## src/rtl/battery_soc_estimator_top_defines.svh

```systemverilog
// assertion macros for the battery state-of-charge estimator
`ifndef BATTERY_SOC_ESTIMATOR_TOP_DEFINES_SVH
`define BATTERY_SOC_ESTIMATOR_TOP_DEFINES_SVH

// condition must hold in the same cycle as the trigger
`define BSE_ASSERT_NOW(label, ante, cons, msg) \
  label: assert property (@(posedge clk) disable iff (rst) (ante) |-> (cons)) \
    else $error(msg);

// condition must hold in the cycle after the trigger
`define BSE_ASSERT_NEXT(label, ante, cons, msg) \
  label: assert property (@(posedge clk) disable iff (rst) (ante) |=> (cons)) \
    else $error(msg);

`endif

```

## src/rtl/bse_pkg.sv

```systemverilog
// shared types, widths and constants of the battery state-of-charge estimator
package bse_pkg;

  localparam int FRAC_BITS   = 8;
  localparam int SOC_W       = 15;
  localparam int CAP_W       = 16;
  localparam int VOLT_W      = 15;
  localparam int CUR_W       = 16;
  localparam int ELAPSED_W   = 32;
  localparam int ALPHA_W     = 9;
  localparam int BSTATE_W    = 2;
  localparam int CHARGE_W    = 38;
  localparam int REG_IDX_W   = 3;
  localparam int CFG_DATA_W  = 16;

  localparam int DELTA_W     = CUR_W + ELAPSED_W;
  localparam int SUM_W       = DELTA_W + 1;
  localparam int VNUM_W      = VOLT_W + SOC_W;
  localparam int SEEDP_W     = SOC_W + CAP_W;
  localparam int SEED_SHIFT  = 5;
  localparam int SEED_W      = SEEDP_W + 11 + SEED_SHIFT;
  localparam int ALPHA_SHIFT = ALPHA_W - 1;
  localparam int BLEND_W     = SOC_W + ALPHA_W + 3;

  localparam int DIV_N_W     = CHARGE_W + FRAC_BITS;
  localparam int DIV_D_W     = 32;
  localparam int QUOT_W      = SOC_W;
  localparam int DIV_CNT_W   = $clog2(QUOT_W + 1);

  localparam logic [SOC_W-1:0]   FULL_SOC    = SOC_W'(100 << FRAC_BITS);
  localparam logic [SOC_W-1:0]   HALF_SOC    = SOC_W'(50 << FRAC_BITS);
  localparam logic [21:0]        MS_PER_HOUR = 22'd3600000;
  // one percent of an hour in ms, divisor scale of the charge ratio
  localparam logic [15:0]        COUL_SCALE  = 16'd36000;
  // COUL_SCALE >> SEED_SHIFT
  localparam logic [10:0]        SEED_SCALE  = 11'd1125;
  localparam logic [ALPHA_W-1:0] ALPHA_ONE   = ALPHA_W'(1 << ALPHA_SHIFT);

  localparam logic [REG_IDX_W-1:0] REG_CAPACITY    = 3'd0;
  localparam logic [REG_IDX_W-1:0] REG_VOLTAGE_MIN = 3'd1;
  localparam logic [REG_IDX_W-1:0] REG_VOLTAGE_MAX = 3'd2;
  localparam logic [REG_IDX_W-1:0] REG_IDLE_THRESH = 3'd3;
  localparam logic [REG_IDX_W-1:0] REG_ALPHA_ACT   = 3'd4;
  localparam logic [REG_IDX_W-1:0] REG_ALPHA_IDLE  = 3'd5;
  localparam logic [REG_IDX_W-1:0] REG_STATUS_BAND = 3'd6;

  localparam logic [BSTATE_W-1:0] BS_IDLE        = 2'd0;
  localparam logic [BSTATE_W-1:0] BS_CHARGING    = 2'd1;
  localparam logic [BSTATE_W-1:0] BS_DISCHARGING = 2'd2;

  typedef struct packed {
    logic [CAP_W-1:0]   capacity_mah;
    logic [VOLT_W-1:0]  voltage_min_mv;
    logic [VOLT_W-1:0]  voltage_max_mv;
    logic [CUR_W-2:0]   idle_threshold_ma;
    logic [ALPHA_W-1:0] alpha_active;
    logic [ALPHA_W-1:0] alpha_idle;
    logic [CUR_W-2:0]   status_band_ma;
  } cfg_t;

  typedef struct packed {
    logic load_item;
    logic prep;
    logic vdiv_start;
    logic vsoc_take;
    logic charge_upd;
    logic seed;
    logic cdiv_start;
    logic csoc_take;
    logic blend;
    logic emit;
  } ctrl_cmd_t;

  typedef struct packed {
    logic start_item;
    logic seed_idle;
    logic cdiv_skip;
    logic div_busy;
  } dp_status_t;

endpackage

```

## src/rtl/bse_div.sv

```systemverilog
// restoring divider, one quotient bit per cycle
module bse_div (
  input  logic                         clk,
  input  logic                         rst,
  input  logic                         start,
  input  logic [bse_pkg::DIV_N_W-1:0]  numer,
  input  logic [bse_pkg::DIV_D_W-1:0]  denom,
  output logic                         busy,
  output logic [bse_pkg::QUOT_W-1:0]   quot
);
  import bse_pkg::*;

  logic [DIV_D_W-1:0]   rem;
  logic [DIV_D_W-1:0]   dvs;
  logic [QUOT_W-1:0]    qsr;
  logic [DIV_CNT_W-1:0] count;
  logic [DIV_D_W:0]     trial;
  logic [DIV_D_W:0]     diff;

  always_comb begin
    trial = {rem, qsr[QUOT_W-1]};
    diff  = trial - {1'b0, dvs};
  end

  assign busy = (count != '0);
  assign quot = qsr;

  always_ff @(posedge clk) begin
    if (rst) begin
      count <= '0;
    end else if (start) begin
      count <= DIV_CNT_W'(QUOT_W);
    end else if (busy) begin
      count <= count - 1'b1;
    end
  end

  always_ff @(posedge clk) begin
    if (start) begin
      rem <= DIV_D_W'(numer >> QUOT_W);
      qsr <= numer[QUOT_W-1:0];
      dvs <= denom;
    end else if (busy) begin
      if (!diff[DIV_D_W]) begin
        rem <= diff[DIV_D_W-1:0];
        qsr <= {qsr[QUOT_W-2:0], 1'b1};
      end else begin
        rem <= trial[DIV_D_W-1:0];
        qsr <= {qsr[QUOT_W-2:0], 1'b0};
      end
    end
  end

endmodule

```

## src/rtl/bse_ctrl.sv

```systemverilog
// sequencing state machine of the battery state-of-charge estimator
module bse_ctrl (
  input  logic                   clk,
  input  logic                   rst,
  input  logic                   in_valid,
  output logic                   in_ready,
  output logic                   out_valid,
  input  logic                   out_ready,
  input  bse_pkg::dp_status_t    status,
  output bse_pkg::ctrl_cmd_t     cmd
);
  import bse_pkg::*;

  localparam logic [3:0] ST_IDLE   = 4'd0;
  localparam logic [3:0] ST_PREP   = 4'd1;
  localparam logic [3:0] ST_VLOAD  = 4'd2;
  localparam logic [3:0] ST_VWAIT  = 4'd3;
  localparam logic [3:0] ST_CHARGE = 4'd4;
  localparam logic [3:0] ST_SEED   = 4'd5;
  localparam logic [3:0] ST_CLOAD  = 4'd6;
  localparam logic [3:0] ST_CWAIT  = 4'd7;
  localparam logic [3:0] ST_BLEND  = 4'd8;
  localparam logic [3:0] ST_DONE   = 4'd9;

  logic [3:0] state;
  logic [3:0] state_next;

  assign in_ready = (state == ST_IDLE);

  always_comb begin
    cmd        = '0;
    state_next = state;
    case (state)
      ST_IDLE: begin
        if (in_valid) begin
          cmd.load_item = 1'b1;
          state_next    = ST_PREP;
        end
      end
      ST_PREP: begin
        cmd.prep   = 1'b1;
        state_next = ST_VLOAD;
      end
      ST_VLOAD: begin
        cmd.vdiv_start = 1'b1;
        state_next     = ST_VWAIT;
      end
      ST_VWAIT: begin
        if (!status.div_busy) begin
          cmd.vsoc_take = 1'b1;
          state_next    = ST_CHARGE;
        end
      end
      ST_CHARGE: begin
        cmd.charge_upd = 1'b1;
        if (status.start_item && status.seed_idle) begin
          state_next = ST_SEED;
        end else begin
          state_next = ST_CLOAD;
        end
      end
      ST_SEED: begin
        cmd.seed   = 1'b1;
        state_next = ST_CLOAD;
      end
      ST_CLOAD: begin
        cmd.cdiv_start = 1'b1;
        if (status.cdiv_skip) begin
          state_next = ST_BLEND;
        end else begin
          state_next = ST_CWAIT;
        end
      end
      ST_CWAIT: begin
        if (!status.div_busy) begin
          cmd.csoc_take = 1'b1;
          state_next    = ST_BLEND;
        end
      end
      ST_BLEND: begin
        cmd.blend  = 1'b1;
        state_next = ST_DONE;
      end
      ST_DONE: begin
        if (!out_valid || out_ready) begin
          cmd.emit   = 1'b1;
          state_next = ST_IDLE;
        end
      end
      default: begin
        state_next = ST_IDLE;
      end
    endcase
  end

  always_ff @(posedge clk) begin
    if (rst) begin
      state     <= ST_IDLE;
      out_valid <= 1'b0;
    end else begin
      state <= state_next;
      if (cmd.emit) begin
        out_valid <= 1'b1;
      end else if (out_ready) begin
        out_valid <= 1'b0;
      end
    end
  end

endmodule

```

## src/rtl/bse_dp.sv

```systemverilog
// datapath: charge counter, soc arithmetic and result register
module bse_dp (
  input  logic                               clk,
  input  logic                               rst,
  input  bse_pkg::cfg_t                      cfg,
  input  bse_pkg::ctrl_cmd_t                 cmd,
  output bse_pkg::dp_status_t                status,
  input  logic                               start_flag,
  input  logic [bse_pkg::ELAPSED_W-1:0]      elapsed_ms,
  input  logic signed [bse_pkg::CUR_W-1:0]   battery_current_ma,
  input  logic [bse_pkg::VOLT_W-1:0]         battery_voltage_mv,
  output logic [bse_pkg::SOC_W-1:0]          combined_soc,
  output logic [bse_pkg::SOC_W-1:0]          coulomb_soc,
  output logic [bse_pkg::SOC_W-1:0]          voltage_soc,
  output logic [bse_pkg::BSTATE_W-1:0]       battery_state
);
  import bse_pkg::*;

  // latched beat
  logic                      start_item;
  logic [ELAPSED_W-1:0]      elapsed;
  logic signed [CUR_W-1:0]   cur;
  logic [VOLT_W-1:0]         volt;

  // prepared operands
  logic [VOLT_W-1:0]         vclamp;
  logic [VOLT_W-1:0]         span;
  logic                      span_empty;
  logic [CHARGE_W-1:0]       cap;
  logic [DIV_D_W-1:0]        dcoul;
  logic signed [DELTA_W-1:0] delta;
  logic                      mag_lt;
  logic                      mag_gt;
  logic [BSTATE_W-1:0]       bstate;

  logic [SOC_W-1:0]          vsoc;
  logic [SOC_W-1:0]          csoc;
  logic [SEEDP_W-1:0]        seedprod;
  logic [CHARGE_W-1:0]       charge;
  logic [SOC_W-1:0]          level;

  logic [SOC_W-1:0]          out_comb;
  logic [SOC_W-1:0]          out_coul;
  logic [SOC_W-1:0]          out_volt;
  logic [BSTATE_W-1:0]       out_state;

  // combinational helpers
  logic [CUR_W-1:0]          mag;
  logic [CUR_W-1:0]          thr;
  logic [VOLT_W-1:0]         vhi;
  logic [VOLT_W-1:0]         vclamp_next;
  logic signed [DELTA_W-1:0] cur_w;
  logic signed [DELTA_W-1:0] el_w;
  logic signed [CUR_W:0]     cur_x;
  logic signed [CUR_W:0]     band_x;
  logic [BSTATE_W-1:0]       bstate_next;
  logic [VNUM_W-1:0]         vnum;
  logic signed [SUM_W-1:0]   charge_s;
  logic signed [SUM_W-1:0]   delta_s;
  logic signed [SUM_W-1:0]   cap_s;
  logic signed [SUM_W-1:0]   sum;
  logic [CHARGE_W-1:0]       charge_clamped;
  logic [SEED_W-1:0]         seed_full;
  logic [CHARGE_W-1:0]       seed_charge;
  logic                      cap_zero;
  logic                      cdiv_skip;
  logic [ALPHA_W-1:0]        a_sel;
  logic [ALPHA_W-1:0]        a_sat;
  logic signed [BLEND_W-1:0] a_s;
  logic signed [BLEND_W-1:0] soc_diff;
  logic signed [BLEND_W-1:0] blend;
  logic [SOC_W-1:0]          blend_level;

  logic                      div_start;
  logic [DIV_N_W-1:0]        div_numer;
  logic [DIV_D_W-1:0]        div_denom;
  logic                      div_busy;
  logic [QUOT_W-1:0]         div_quot;

  always_comb begin
    mag = cur[CUR_W-1] ? CUR_W'(-cur) : CUR_W'(cur);
    thr = CUR_W'(cfg.idle_threshold_ma);

    vhi         = (volt > cfg.voltage_max_mv) ? cfg.voltage_max_mv : volt;
    vclamp_next = (vhi < cfg.voltage_min_mv) ? cfg.voltage_min_mv : vhi;

    cur_w = DELTA_W'(cur);
    el_w  = DELTA_W'(elapsed);

    cur_x  = (CUR_W + 1)'(cur);
    band_x = (CUR_W + 1)'(cfg.status_band_ma);
    if (cur_x > band_x) begin
      bstate_next = BS_CHARGING;
    end else if (cur_x < -band_x) begin
      bstate_next = BS_DISCHARGING;
    end else begin
      bstate_next = BS_IDLE;
    end

    vnum = VNUM_W'(vclamp - cfg.voltage_min_mv) * VNUM_W'(FULL_SOC);

    charge_s = SUM_W'(charge);
    delta_s  = SUM_W'(delta);
    cap_s    = SUM_W'(cap);
    sum      = charge_s + delta_s;
    if (sum[SUM_W-1]) begin
      charge_clamped = '0;
    end else if (sum > cap_s) begin
      charge_clamped = cap;
    end else begin
      charge_clamped = sum[CHARGE_W-1:0];
    end

    seed_full   = (SEED_W'(seedprod) * SEED_W'(SEED_SCALE)) << SEED_SHIFT;
    seed_charge = CHARGE_W'(seed_full >> FRAC_BITS);

    cap_zero  = (cfg.capacity_mah == '0);
    cdiv_skip = cap_zero || (charge >= cap);

    a_sel       = mag_gt ? cfg.alpha_active : cfg.alpha_idle;
    a_sat       = (a_sel > ALPHA_ONE) ? ALPHA_ONE : a_sel;
    a_s         = BLEND_W'(a_sat);
    soc_diff    = BLEND_W'(csoc) - BLEND_W'(vsoc);
    blend       = (BLEND_W'(vsoc) <<< ALPHA_SHIFT) + a_s * soc_diff;
    blend_level = blend[ALPHA_SHIFT +: SOC_W];

    div_start = cmd.vdiv_start || (cmd.cdiv_start && !cdiv_skip);
    if (cmd.vdiv_start) begin
      div_numer = DIV_N_W'(vnum);
      div_denom = DIV_D_W'(span);
    end else begin
      div_numer = DIV_N_W'(charge) << FRAC_BITS;
      div_denom = dcoul;
    end
  end

  assign status.start_item = start_item;
  assign status.seed_idle  = mag_lt;
  assign status.cdiv_skip  = cdiv_skip;
  assign status.div_busy   = div_busy;

  bse_div u_div (
    .clk   (clk),
    .rst   (rst),
    .start (div_start),
    .numer (div_numer),
    .denom (div_denom),
    .busy  (div_busy),
    .quot  (div_quot)
  );

  always_ff @(posedge clk) begin
    if (cmd.load_item) begin
      start_item <= start_flag;
      elapsed    <= elapsed_ms;
      cur        <= battery_current_ma;
      volt       <= battery_voltage_mv;
    end
    if (cmd.prep) begin
      vclamp     <= vclamp_next;
      span       <= cfg.voltage_max_mv - cfg.voltage_min_mv;
      span_empty <= (cfg.voltage_max_mv <= cfg.voltage_min_mv);
      cap        <= CHARGE_W'(cfg.capacity_mah) * CHARGE_W'(MS_PER_HOUR);
      dcoul      <= DIV_D_W'(cfg.capacity_mah) * DIV_D_W'(COUL_SCALE);
      delta      <= cur_w * el_w;
      mag_lt     <= (mag < thr);
      mag_gt     <= (mag > thr);
      bstate     <= bstate_next;
    end
    if (cmd.vsoc_take) begin
      vsoc <= span_empty ? '0 : div_quot;
    end
    if (cmd.charge_upd) begin
      seedprod <= SEEDP_W'(vsoc) * SEEDP_W'(cfg.capacity_mah);
    end
    if (cmd.cdiv_start && cdiv_skip) begin
      csoc <= cap_zero ? '0 : FULL_SOC;
    end
    if (cmd.csoc_take) begin
      csoc <= div_quot;
    end
    if (cmd.emit) begin
      out_comb  <= level;
      out_coul  <= csoc;
      out_volt  <= vsoc;
      out_state <= bstate;
    end
  end

  always_ff @(posedge clk) begin
    if (rst) begin
      charge <= '0;
      level  <= '0;
    end else begin
      if (cmd.charge_upd) begin
        if (!start_item) begin
          charge <= charge_clamped;
        end else if (!mag_lt) begin
          charge <= cap >> 1;
          level  <= HALF_SOC;
        end
      end
      if (cmd.seed) begin
        charge <= seed_charge;
        level  <= vsoc;
      end
      if (cmd.blend && !start_item) begin
        level <= blend_level;
      end
    end
  end

  assign combined_soc  = out_comb;
  assign coulomb_soc   = out_coul;
  assign voltage_soc   = out_volt;
  assign battery_state = out_state;

endmodule

```

## src/rtl/battery_soc_estimator_top.sv

```systemverilog
// Battery state-of-charge estimator: counts charge in mA-ms from current and elapsed
// time, clamped to the configured capacity, and reports coulomb, voltage and blended
// SOC in percent Q7.8 with a charging/idle/discharging class. One beat in gives one
// beat out. From acceptance until its result is offered and the next item can be taken,
// an item makes two 15-step passes of the shared restoring divider (voltage ratio, then
// charge ratio); the charge pass is skipped when the capacity is zero or the charge
// sits at full capacity. The finished result waits in an output register, so the next
// beat is accepted while it is still pending.
// Configuration writes are taken every cycle and must only happen while no item is
// in flight.
`include "battery_soc_estimator_top_defines.svh"

module battery_soc_estimator_top (
  input  logic                                 clk,
  input  logic                                 rst,
  input  logic                                 cfg_valid,
  output logic                                 cfg_ready,
  input  logic [bse_pkg::REG_IDX_W-1:0]        cfg_index,
  input  logic [bse_pkg::CFG_DATA_W-1:0]       cfg_data,
  input  logic                                 in_valid,
  output logic                                 in_ready,
  input  logic                                 start_flag,
  input  logic [bse_pkg::ELAPSED_W-1:0]        elapsed_ms,
  input  logic signed [bse_pkg::CUR_W-1:0]     battery_current_ma,
  input  logic [bse_pkg::VOLT_W-1:0]           battery_voltage_mv,
  output logic                                 out_valid,
  input  logic                                 out_ready,
  output logic [bse_pkg::SOC_W-1:0]            combined_soc,
  output logic [bse_pkg::SOC_W-1:0]            coulomb_soc,
  output logic [bse_pkg::SOC_W-1:0]            voltage_soc,
  output logic [bse_pkg::BSTATE_W-1:0]         battery_state
);
  import bse_pkg::*;

  cfg_t       cfg;
  ctrl_cmd_t  cmd;
  dp_status_t status;

  assign cfg_ready = 1'b1;

  always_ff @(posedge clk) begin
    if (rst) begin
      cfg.capacity_mah      <= CAP_W'(7000);
      cfg.voltage_min_mv    <= VOLT_W'(3000);
      cfg.voltage_max_mv    <= VOLT_W'(4200);
      cfg.idle_threshold_ma <= (CUR_W - 1)'(50);
      cfg.alpha_active      <= ALPHA_W'(230);
      cfg.alpha_idle        <= ALPHA_W'(51);
      cfg.status_band_ma    <= (CUR_W - 1)'(50);
    end else if (cfg_valid && cfg_ready) begin
      case (cfg_index)
        REG_CAPACITY:    cfg.capacity_mah      <= cfg_data;
        REG_VOLTAGE_MIN: cfg.voltage_min_mv    <= cfg_data[VOLT_W-1:0];
        REG_VOLTAGE_MAX: cfg.voltage_max_mv    <= cfg_data[VOLT_W-1:0];
        REG_IDLE_THRESH: cfg.idle_threshold_ma <= cfg_data[CUR_W-2:0];
        REG_ALPHA_ACT:   cfg.alpha_active      <= cfg_data[ALPHA_W-1:0];
        REG_ALPHA_IDLE:  cfg.alpha_idle        <= cfg_data[ALPHA_W-1:0];
        REG_STATUS_BAND: cfg.status_band_ma    <= cfg_data[CUR_W-2:0];
        default: begin
        end
      endcase
    end
  end

  bse_ctrl u_ctrl (
    .clk       (clk),
    .rst       (rst),
    .in_valid  (in_valid),
    .in_ready  (in_ready),
    .out_valid (out_valid),
    .out_ready (out_ready),
    .status    (status),
    .cmd       (cmd)
  );

  bse_dp u_dp (
    .clk                (clk),
    .rst                (rst),
    .cfg                (cfg),
    .cmd                (cmd),
    .status             (status),
    .start_flag         (start_flag),
    .elapsed_ms         (elapsed_ms),
    .battery_current_ma (battery_current_ma),
    .battery_voltage_mv (battery_voltage_mv),
    .combined_soc       (combined_soc),
    .coulomb_soc        (coulomb_soc),
    .voltage_soc        (voltage_soc),
    .battery_state      (battery_state)
  );

  `BSE_ASSERT_NEXT(a_busy_after_beat, in_valid && in_ready, !in_ready, "input taken while busy")
  `BSE_ASSERT_NEXT(a_div_launch, cmd.vdiv_start, status.div_busy, "divider did not start")
  `BSE_ASSERT_NOW(a_soc_range, out_valid, (combined_soc <= FULL_SOC) && (coulomb_soc <= FULL_SOC) && (voltage_soc <= FULL_SOC), "soc above full scale")

endmodule

```

## config.mk

```make
export PLATFORM = sky130hd
export DESIGN_NAME = battery_soc_estimator_top
export DESIGN_NICKNAME = d
export VERILOG_FILES = /design/src/rtl/bse_pkg.sv /design/src/rtl/bse_div.sv /design/src/rtl/bse_ctrl.sv /design/src/rtl/bse_dp.sv /design/src/rtl/battery_soc_estimator_top.sv
export VERILOG_INCLUDE_DIRS = /design/src /design/src/rtl
export SDC_FILE = /design/constraint.sdc
export NUM_CORES = 2
export LEC_CHECK = 0
export BUFFER_PORTS_ARGS = -buffer_cell sky130_fd_sc_hd__buf_2
export CAP_MARGIN = 10
export CORE_MARGIN = 3
export CORE_UTILIZATION = 55
export CTS_CLUSTER_SIZE = 28
export DETAILED_ROUTE_END_ITERATION = 10
export GPL_TIMING_DRIVEN = 0
export PLACE_DENSITY = 0.71
export RECOVER_POWER = 100
export REMOVE_ABC_BUFFERS = 1
export SLEW_MARGIN = 30
export SYNTH_ARGS = -nofsm -noshare
export SYNTH_HDL_FRONTEND = slang
export SYNTH_HIERARCHICAL = 1
export SYNTH_SLANG_ARGS = --single-unit
```

## constraint.sdc

```tcl
create_clock -name clk -period 8.64 [get_ports clk]
set_input_delay 0 -clock clk [delete_from_list [all_inputs] [get_ports clk]]
set_output_delay 0 -clock clk [all_outputs]
set_load 0.005 [all_outputs]
```

; Yosys cells after proc, flatten, opt, wreduce, memory -nomap -nowiden
; Cells that the tools add are included.
[classes]
n_reduce_logical = 30
addsub = 9
eq_ne = 21
mux = 52
n_mul = 7
magnitude_cmp = 10
[ops]
columns = op, n
row1 = $mux W38, 6
row2 = $mux W15, 13
row3 = $mux W31, 2
row4 = $add A39 B48 Y49, 1
row5 = $gt A49 B39 Y1, 1
row6 = $mul A16 B33 Y48, 1
row7 = $mux W46, 1
row8 = $mul A31 B11 Y41 const B, 1
row9 = $pmux W4 S10, 1
row10 = $ge A38 B38 Y1, 1
row11 = $sub A33 B32 Y33, 1
row12 = $mux W32, 1
row13 = $sub A15 B15 Y16, 2
row14 = $mul A15 B16 Y31, 1
row15 = $mul A16 B15 Y31 const B, 1
row16 = $mul A30 B5 Y20 const B, 1
row17 = $mux W4, 7
row18 = $mul A16 B11 Y27 const B, 1
row19 = $mul A9 B27 Y23, 1
row20 = $add A23 B23 Y23, 1
row21 = $mux W9, 2
row22 = $lt A16 B17 Y1, 1
row23 = $neg A15 Y17, 1
row24 = $eq A4 B3 Y1 const B, 4
row25 = other kinds (34), 76
[totals]
inputBits = 88
wordCells = 167
reg_bits = 548

; Longest topological paths before layout
[depth]
depth_word = 7
depth_mapped = 34
mapped_depth_nobuf = 34

; Hierarchy
; Netlist, hierarchy kept.
[modules_own_cells]
columns = module, cells_per_inst, n_inst, seq_area_each_um2, area_per_inst_um2
row1 = bse_dp, 6843, 1, 10369.9, 64720.8
row2 = bse_div, 495, 1, 2442.3, 5205.0
row3 = battery_soc_estimator_top, 349, 1, 1881.8, 3737.3
row4 = bse_ctrl, 54, 1, 100.1, 451.7

; Worst setup path after synthesis
; OpenSTA, ideal clock, no wires.
[synth_timing]
path_type = register -> register
startpoint = reg u_dp.vsoc[0]
endpoint = reg u_dp.level[14]
arrival_time_ns = 7.500
path_stages_with_launch = 29
synth_period_minus_slack_ns = 7.627
setup_time_ns = 0.128
path_slack_ns = 1.013
t_required_ns = 8.512
cell_sequence = edfxtp_1 ha_1 fa_1 nor2b_1 o21a_1 o21ai_0 a2111oi_0 nor3_1 or3_1 xnor2_1 nand2_1 fa_1 inv_1 fa_1 fa_1 fa_1 inv_1 fa_1 inv_1 ha_1 or4_1 nor4b_1 o211ai_1 a31oi_1 o21bai_1 xnor2_1 xnor2_1 a222oi_1 nor2_1
[synth_via]
elab_chain_cells = 4
[synth_rtl]
columns = element, line_no
row1 = "start, declared", bse_dp.sv:36  ; logic [SOC_W-1:0] vsoc;
row2 = "start signal, assigned", bse_dp.sv:171  ; vsoc <= span_empty ? '0 : div_quot;
row3 = $sub A15 B15 Y16, bse_dp.sv:123  ; soc_diff = BLEND_W'(csoc) - BLEND_W'(vsoc);
row4 = $mul A9 B27 Y23, bse_dp.sv:124  ; blend = (BLEND_W'(vsoc) <<< ALPHA_SHIFT) + a_s * soc_diff;
row5 = $add A23 B23 Y23 (*), bse_dp.sv:124
row6 = $mux W15 (*), bse_dp.sv:207  ; if (cmd.blend && !start_item) begin
row7 = "end signal, assigned", bse_dp.sv:205  ; level <= vsoc;
row8 = "end signal, assigned", bse_dp.sv:208  ; level <= blend_level;
row9 = "end, declared", bse_dp.sv:40  ; logic [SOC_W-1:0] level;
; Every way passes the cells marked *; elsewhere a longest branch is shown, timed or not.
; A chain may end at the register's enable or synchronous reset.

; Worst setup path after layout
[layout_timing]
startpoint = reg u_dp.charge[0]
endpoint = reg u_dp.charge[6]
[layout_via]
elab_chain_cells = 7
[layout_rtl]
columns = element, line_no
row1 = "start, declared", bse_dp.sv:39  ; logic [CHARGE_W-1:0] charge;
row2 = "start signal, assigned", bse_dp.sv:197  ; charge <= charge_clamped;
row3 = "start signal, assigned", bse_dp.sv:199  ; charge <= cap >> 1;
row4 = "start signal, assigned", bse_dp.sv:204  ; charge <= seed_charge;
row5 = $add A39 B48 Y49 (*), bse_dp.sv:105  ; sum = charge_s + delta_s;
row6 = $gt A49 B39 Y1, bse_dp.sv:108  ; end else if (sum > cap_s) begin
row7 = $mux W38, bse_dp.sv:108
row8 = $mux W38 (*), bse_dp.sv:106  ; if (sum[SUM_W-1]) begin
row9 = $mux W38 (*), bse_dp.sv:196  ; if (!start_item) begin
row10 = $mux W38 (*), bse_dp.sv:195  ; if (cmd.charge_upd) begin
row11 = $mux W38 (*), bse_dp.sv:203  ; if (cmd.seed) begin
; Every way passes the cells marked *; elsewhere a longest branch is shown, timed or not. The select of a mux whose other input is x is not followed.

==> flow_metrics.tcl <==
set metrics [dict create \
    place_inst 9478 \
    cts_max_level 3 \
    wl_per_cell_um 21.4 \
    reg2reg_from "u_dp/charge[0]$_SDFFE_PP0P_" \
    synth_area_sq_mm 0.0741 \
    synth.avg_cell_area_sq_um 9.57 \
    fmax_mhz 119 \
    design.core.area_sq_mm 0.134 \
    cp-end-kind "flip-flop" \
    drt_iter0_drc 4788 \
    required_ps 9190 \
    tritoncts "yes" \
    setup_slack_ps 248 \
    period_minus_slack_ps 8390 \
    layout_commonest_cell "inv_1" \
    antenna_found_initial 8 \
    relSlewSlack -2.04 \
    place_ws_ps -1250 \
    drive_gt1_frac 0.0525 \
    root_buffer "clkbuf_16" \
    yosys.cell_types.count 107 \
    clk_pin_slew_worst_paths_ps 60 \
    rrSetupSlack_ps 250 \
    finalCritPeriodShare 0.971 \
    gp_congestion 0.955 \
    synth_area_leaders "fa_1 (26%), ha_1 (16%), edfxtp_1 (16%)" \
    slowest_stage "a2111oi_0" \
    layout_common_cells "inv_1 (1396), ha_1 (972), fa_1 (968)" \
    synth_top_area_frac 0.261 \
    vias 56300 \
    detail_route.vias_per_cell 5.79 \
    yosys.area.top_type "fa_1" \
    finalMaxSlewViolations 185 \
    cts.path.max_buffers 3 \
    yosys_most_used_dff "edfxtp_1" \
    die_h_um 373 \
    violations "capacitance limit, slew limit" \
    die_x_um 373 \
    crit_path_max_incr_delay_ps 890 \
    wirelength_mm 208 \
    layoutNonFillerInstCount 9728 \
    cts_buffers 68 \
    reg2regPathDepth 23 \
    fin_nets 9933 \
    grt_use_total 0.300 \
    ys_seq_elements 545 \
    ant_nets 0 \
    grt-ovfl-total 0 \
    rsz0062_at_grt "false" \
    outcome "finished with violations" \
    crit_start "u_dp/charge[0]$_SDFFE_PP0P_" \
    grt_pass1_vias 58700 \
    cp_max_fo 38 \
    rows 134 \
    grt_pass1_wl_mm 326 \
    hold_depth 2 \
    numPortBuffers 136 \
    yosys_warnings 6 \
    worst-endpoint-arrival_ps 8950 \
    hp-start "battery_voltage_mv[7]" \
    fillers 11100 \
    holdWs_ps 38.9 \
    critPathLaunchType "flip-flop" \
    skew_ps 34.8 \
    hold_end "u_dp/volt[7]$_DFFE_PP_" \
    synth-edff-count 388 \
    area_growth_pct 8.60 \
    setup_violations 0 \
    grt_start_max_net_pins 118 \
    hold_class "primary input to flip-flop" \
    ioPinCount 138 \
    r2r_end "u_dp/charge[6]$_SDFFE_PP0P_" \
    netlist_instances 7741 \
    ys_seq_area_frac 0.200 \
    die_area_sq_mm 0.139 \
    hold_viol_final 0 \
    start_util 0.555 \
    dp_hpwl_mm 164 \
    cts.sinks 545 \
    synth-async-reset-ratio 0 \
    path_cells "ha_1 > inv_1 > fa_1 > nor2b_1 > o31a_1 > o31ai_1 > o21ba_1 > a2111oi_0 > nor2_1 > o21ai_0 > xor2_1 > ha_1 > nand4_1 > nor4_1 > nand3_1 > nor4_1 > a21oi_1 > o21ai_0 > nand4_1 > or4_4 > nor2_4 > a221oi_1 > a2111oi_2" \
    clock_latency_ps 680 \
    first_pass_iters 7 \
    tightest_slew_ps 4560 \
    drc 0 \
    max-cap-violations 3 \
    criticalPathCategory "flip-flop to flip-flop" \
]
[logic make-up after synthesis]
group,Yosys count,synth area share
and+or+nand+nor,2014,0.130
adders and majority gates,1940,0.426
buffers and inverters,1669,0.0866
AOI/OAI and AO/OA,1072,0.0944
DFF,545,0.200
xor gates and xnor gates,313,0.0372
muxes,186,0.0262
other,2,0.000101
[worst max-delay path by stage]
stage	slack (ps)	end
final	250	u_dp/charge[6]$_SDFFE_PP0P_
after global placement	-13350	u_dp/u_div/quot[8]$_DFFE_PP_
after global routing	30	u_dp/level[14]$_SDFFE_PP0P_
after detailed placement	-1250	u_dp/level[14]$_SDFFE_PP0P_
after floorplan	-4140	u_dp/u_div/quot[0]$_DFFE_PP_
after CTS	160	u_dp/level[14]$_SDFFE_PP0P_
[through the flow]
| stage | util | cell area, sq um | setup TNS, ps |
|---|---|---|---|
| after floorplan | - | 73000 | -258020 |
| after global placement | 0.568 | 75900 | -1468870 |
| after detailed placement | 0.580 | 77500 | -5520 |
| after CTS | 0.607 | 81100 | 0 |
| after global routing | 0.602 | 80500 | 0 |
| final | 0.602 | 80500 | 0 |
[cell usage after synthesis, drive strengths merged (27+ instances only)]
master	count
inv	1400
ha	972
fa	968
nand2	733
nor2	453
edfxtp	388
a21oi	299
xnor2	221
clkbuf	210
and2	206
o21ai	203
dfxtp	157
a21o	145
nand2b	137
mux2i	131
nor2b	109
xor2	91
nor3	79
nand3	75
o21a	67
nand4	61
a31oi	59
mux2	55
buf	54
o211ai	44
o21bai	35
a211o	33
or3	31
a211oi	30
and3	27
[layout make-up]
class,count,area (sq um),area share
Sequential cell,545,14800,0.184
Inverter,1405,5280,0.0656
Timing Repair Buffer,351,2810,0.0349
Clock buffer,82,1810,0.0225
Clock inverter,42,447,0.00555
Tap cell,1768,2210,0.0275
Antenna cell,1,2.50,0.0000311
Multi-Input combinational cell,5534,53100,0.660
[routing by layer]
layer / wire length [um] / track usage / up-vias
met5: 52 / 0 / -
met4: 7990 / 0.109 / 6
met3: 18100 / 0.0559 / 437
met2: 96200 / 0.486 / 2413
met1: 85500 / 0.403 / 27900
li1: - / - / 25600
[worst max-delay path: cells and delay by family, from the launching register on]
kind,cells,cell delay (ps)
AOI/OAI and AO/OA,9,2670
DFF,1,480
adders and majority gates,3,900
xor gates and xnor gates,1,400
and+or+nand+nor,9,3720
buffers and inverters,1,70
[sequential cells by signal (all words and copies together) (netlist names), 27 cells and up]
name / count
u_dp/seedprod: 31
cfg: 94
u_dp/elapsed: 32
u_dp/dcoul: 27
u_dp/cap: 28
u_dp/u_div/rem: 32
u_dp/charge: 38
u_dp/u_div/dvs: 32
u_dp/delta: 48
[what timing repair did]
| item | 4_1_cts | 5_1_grt |
|---|---|---|
| gates resized for setup | 9 | 9 |
| endpoints found under the hold margin | 221 | 0 |
| endpoints found under the setup margin | 9 | 5 |
| pin swaps | 0 | 1 |
| buffers inserted | 12 | 3 |
| hold buffers | 110 | 0 |
Power is not shown: default switching activity piles up to over one toggle a cycle in this logic, so the estimate is an artifact.
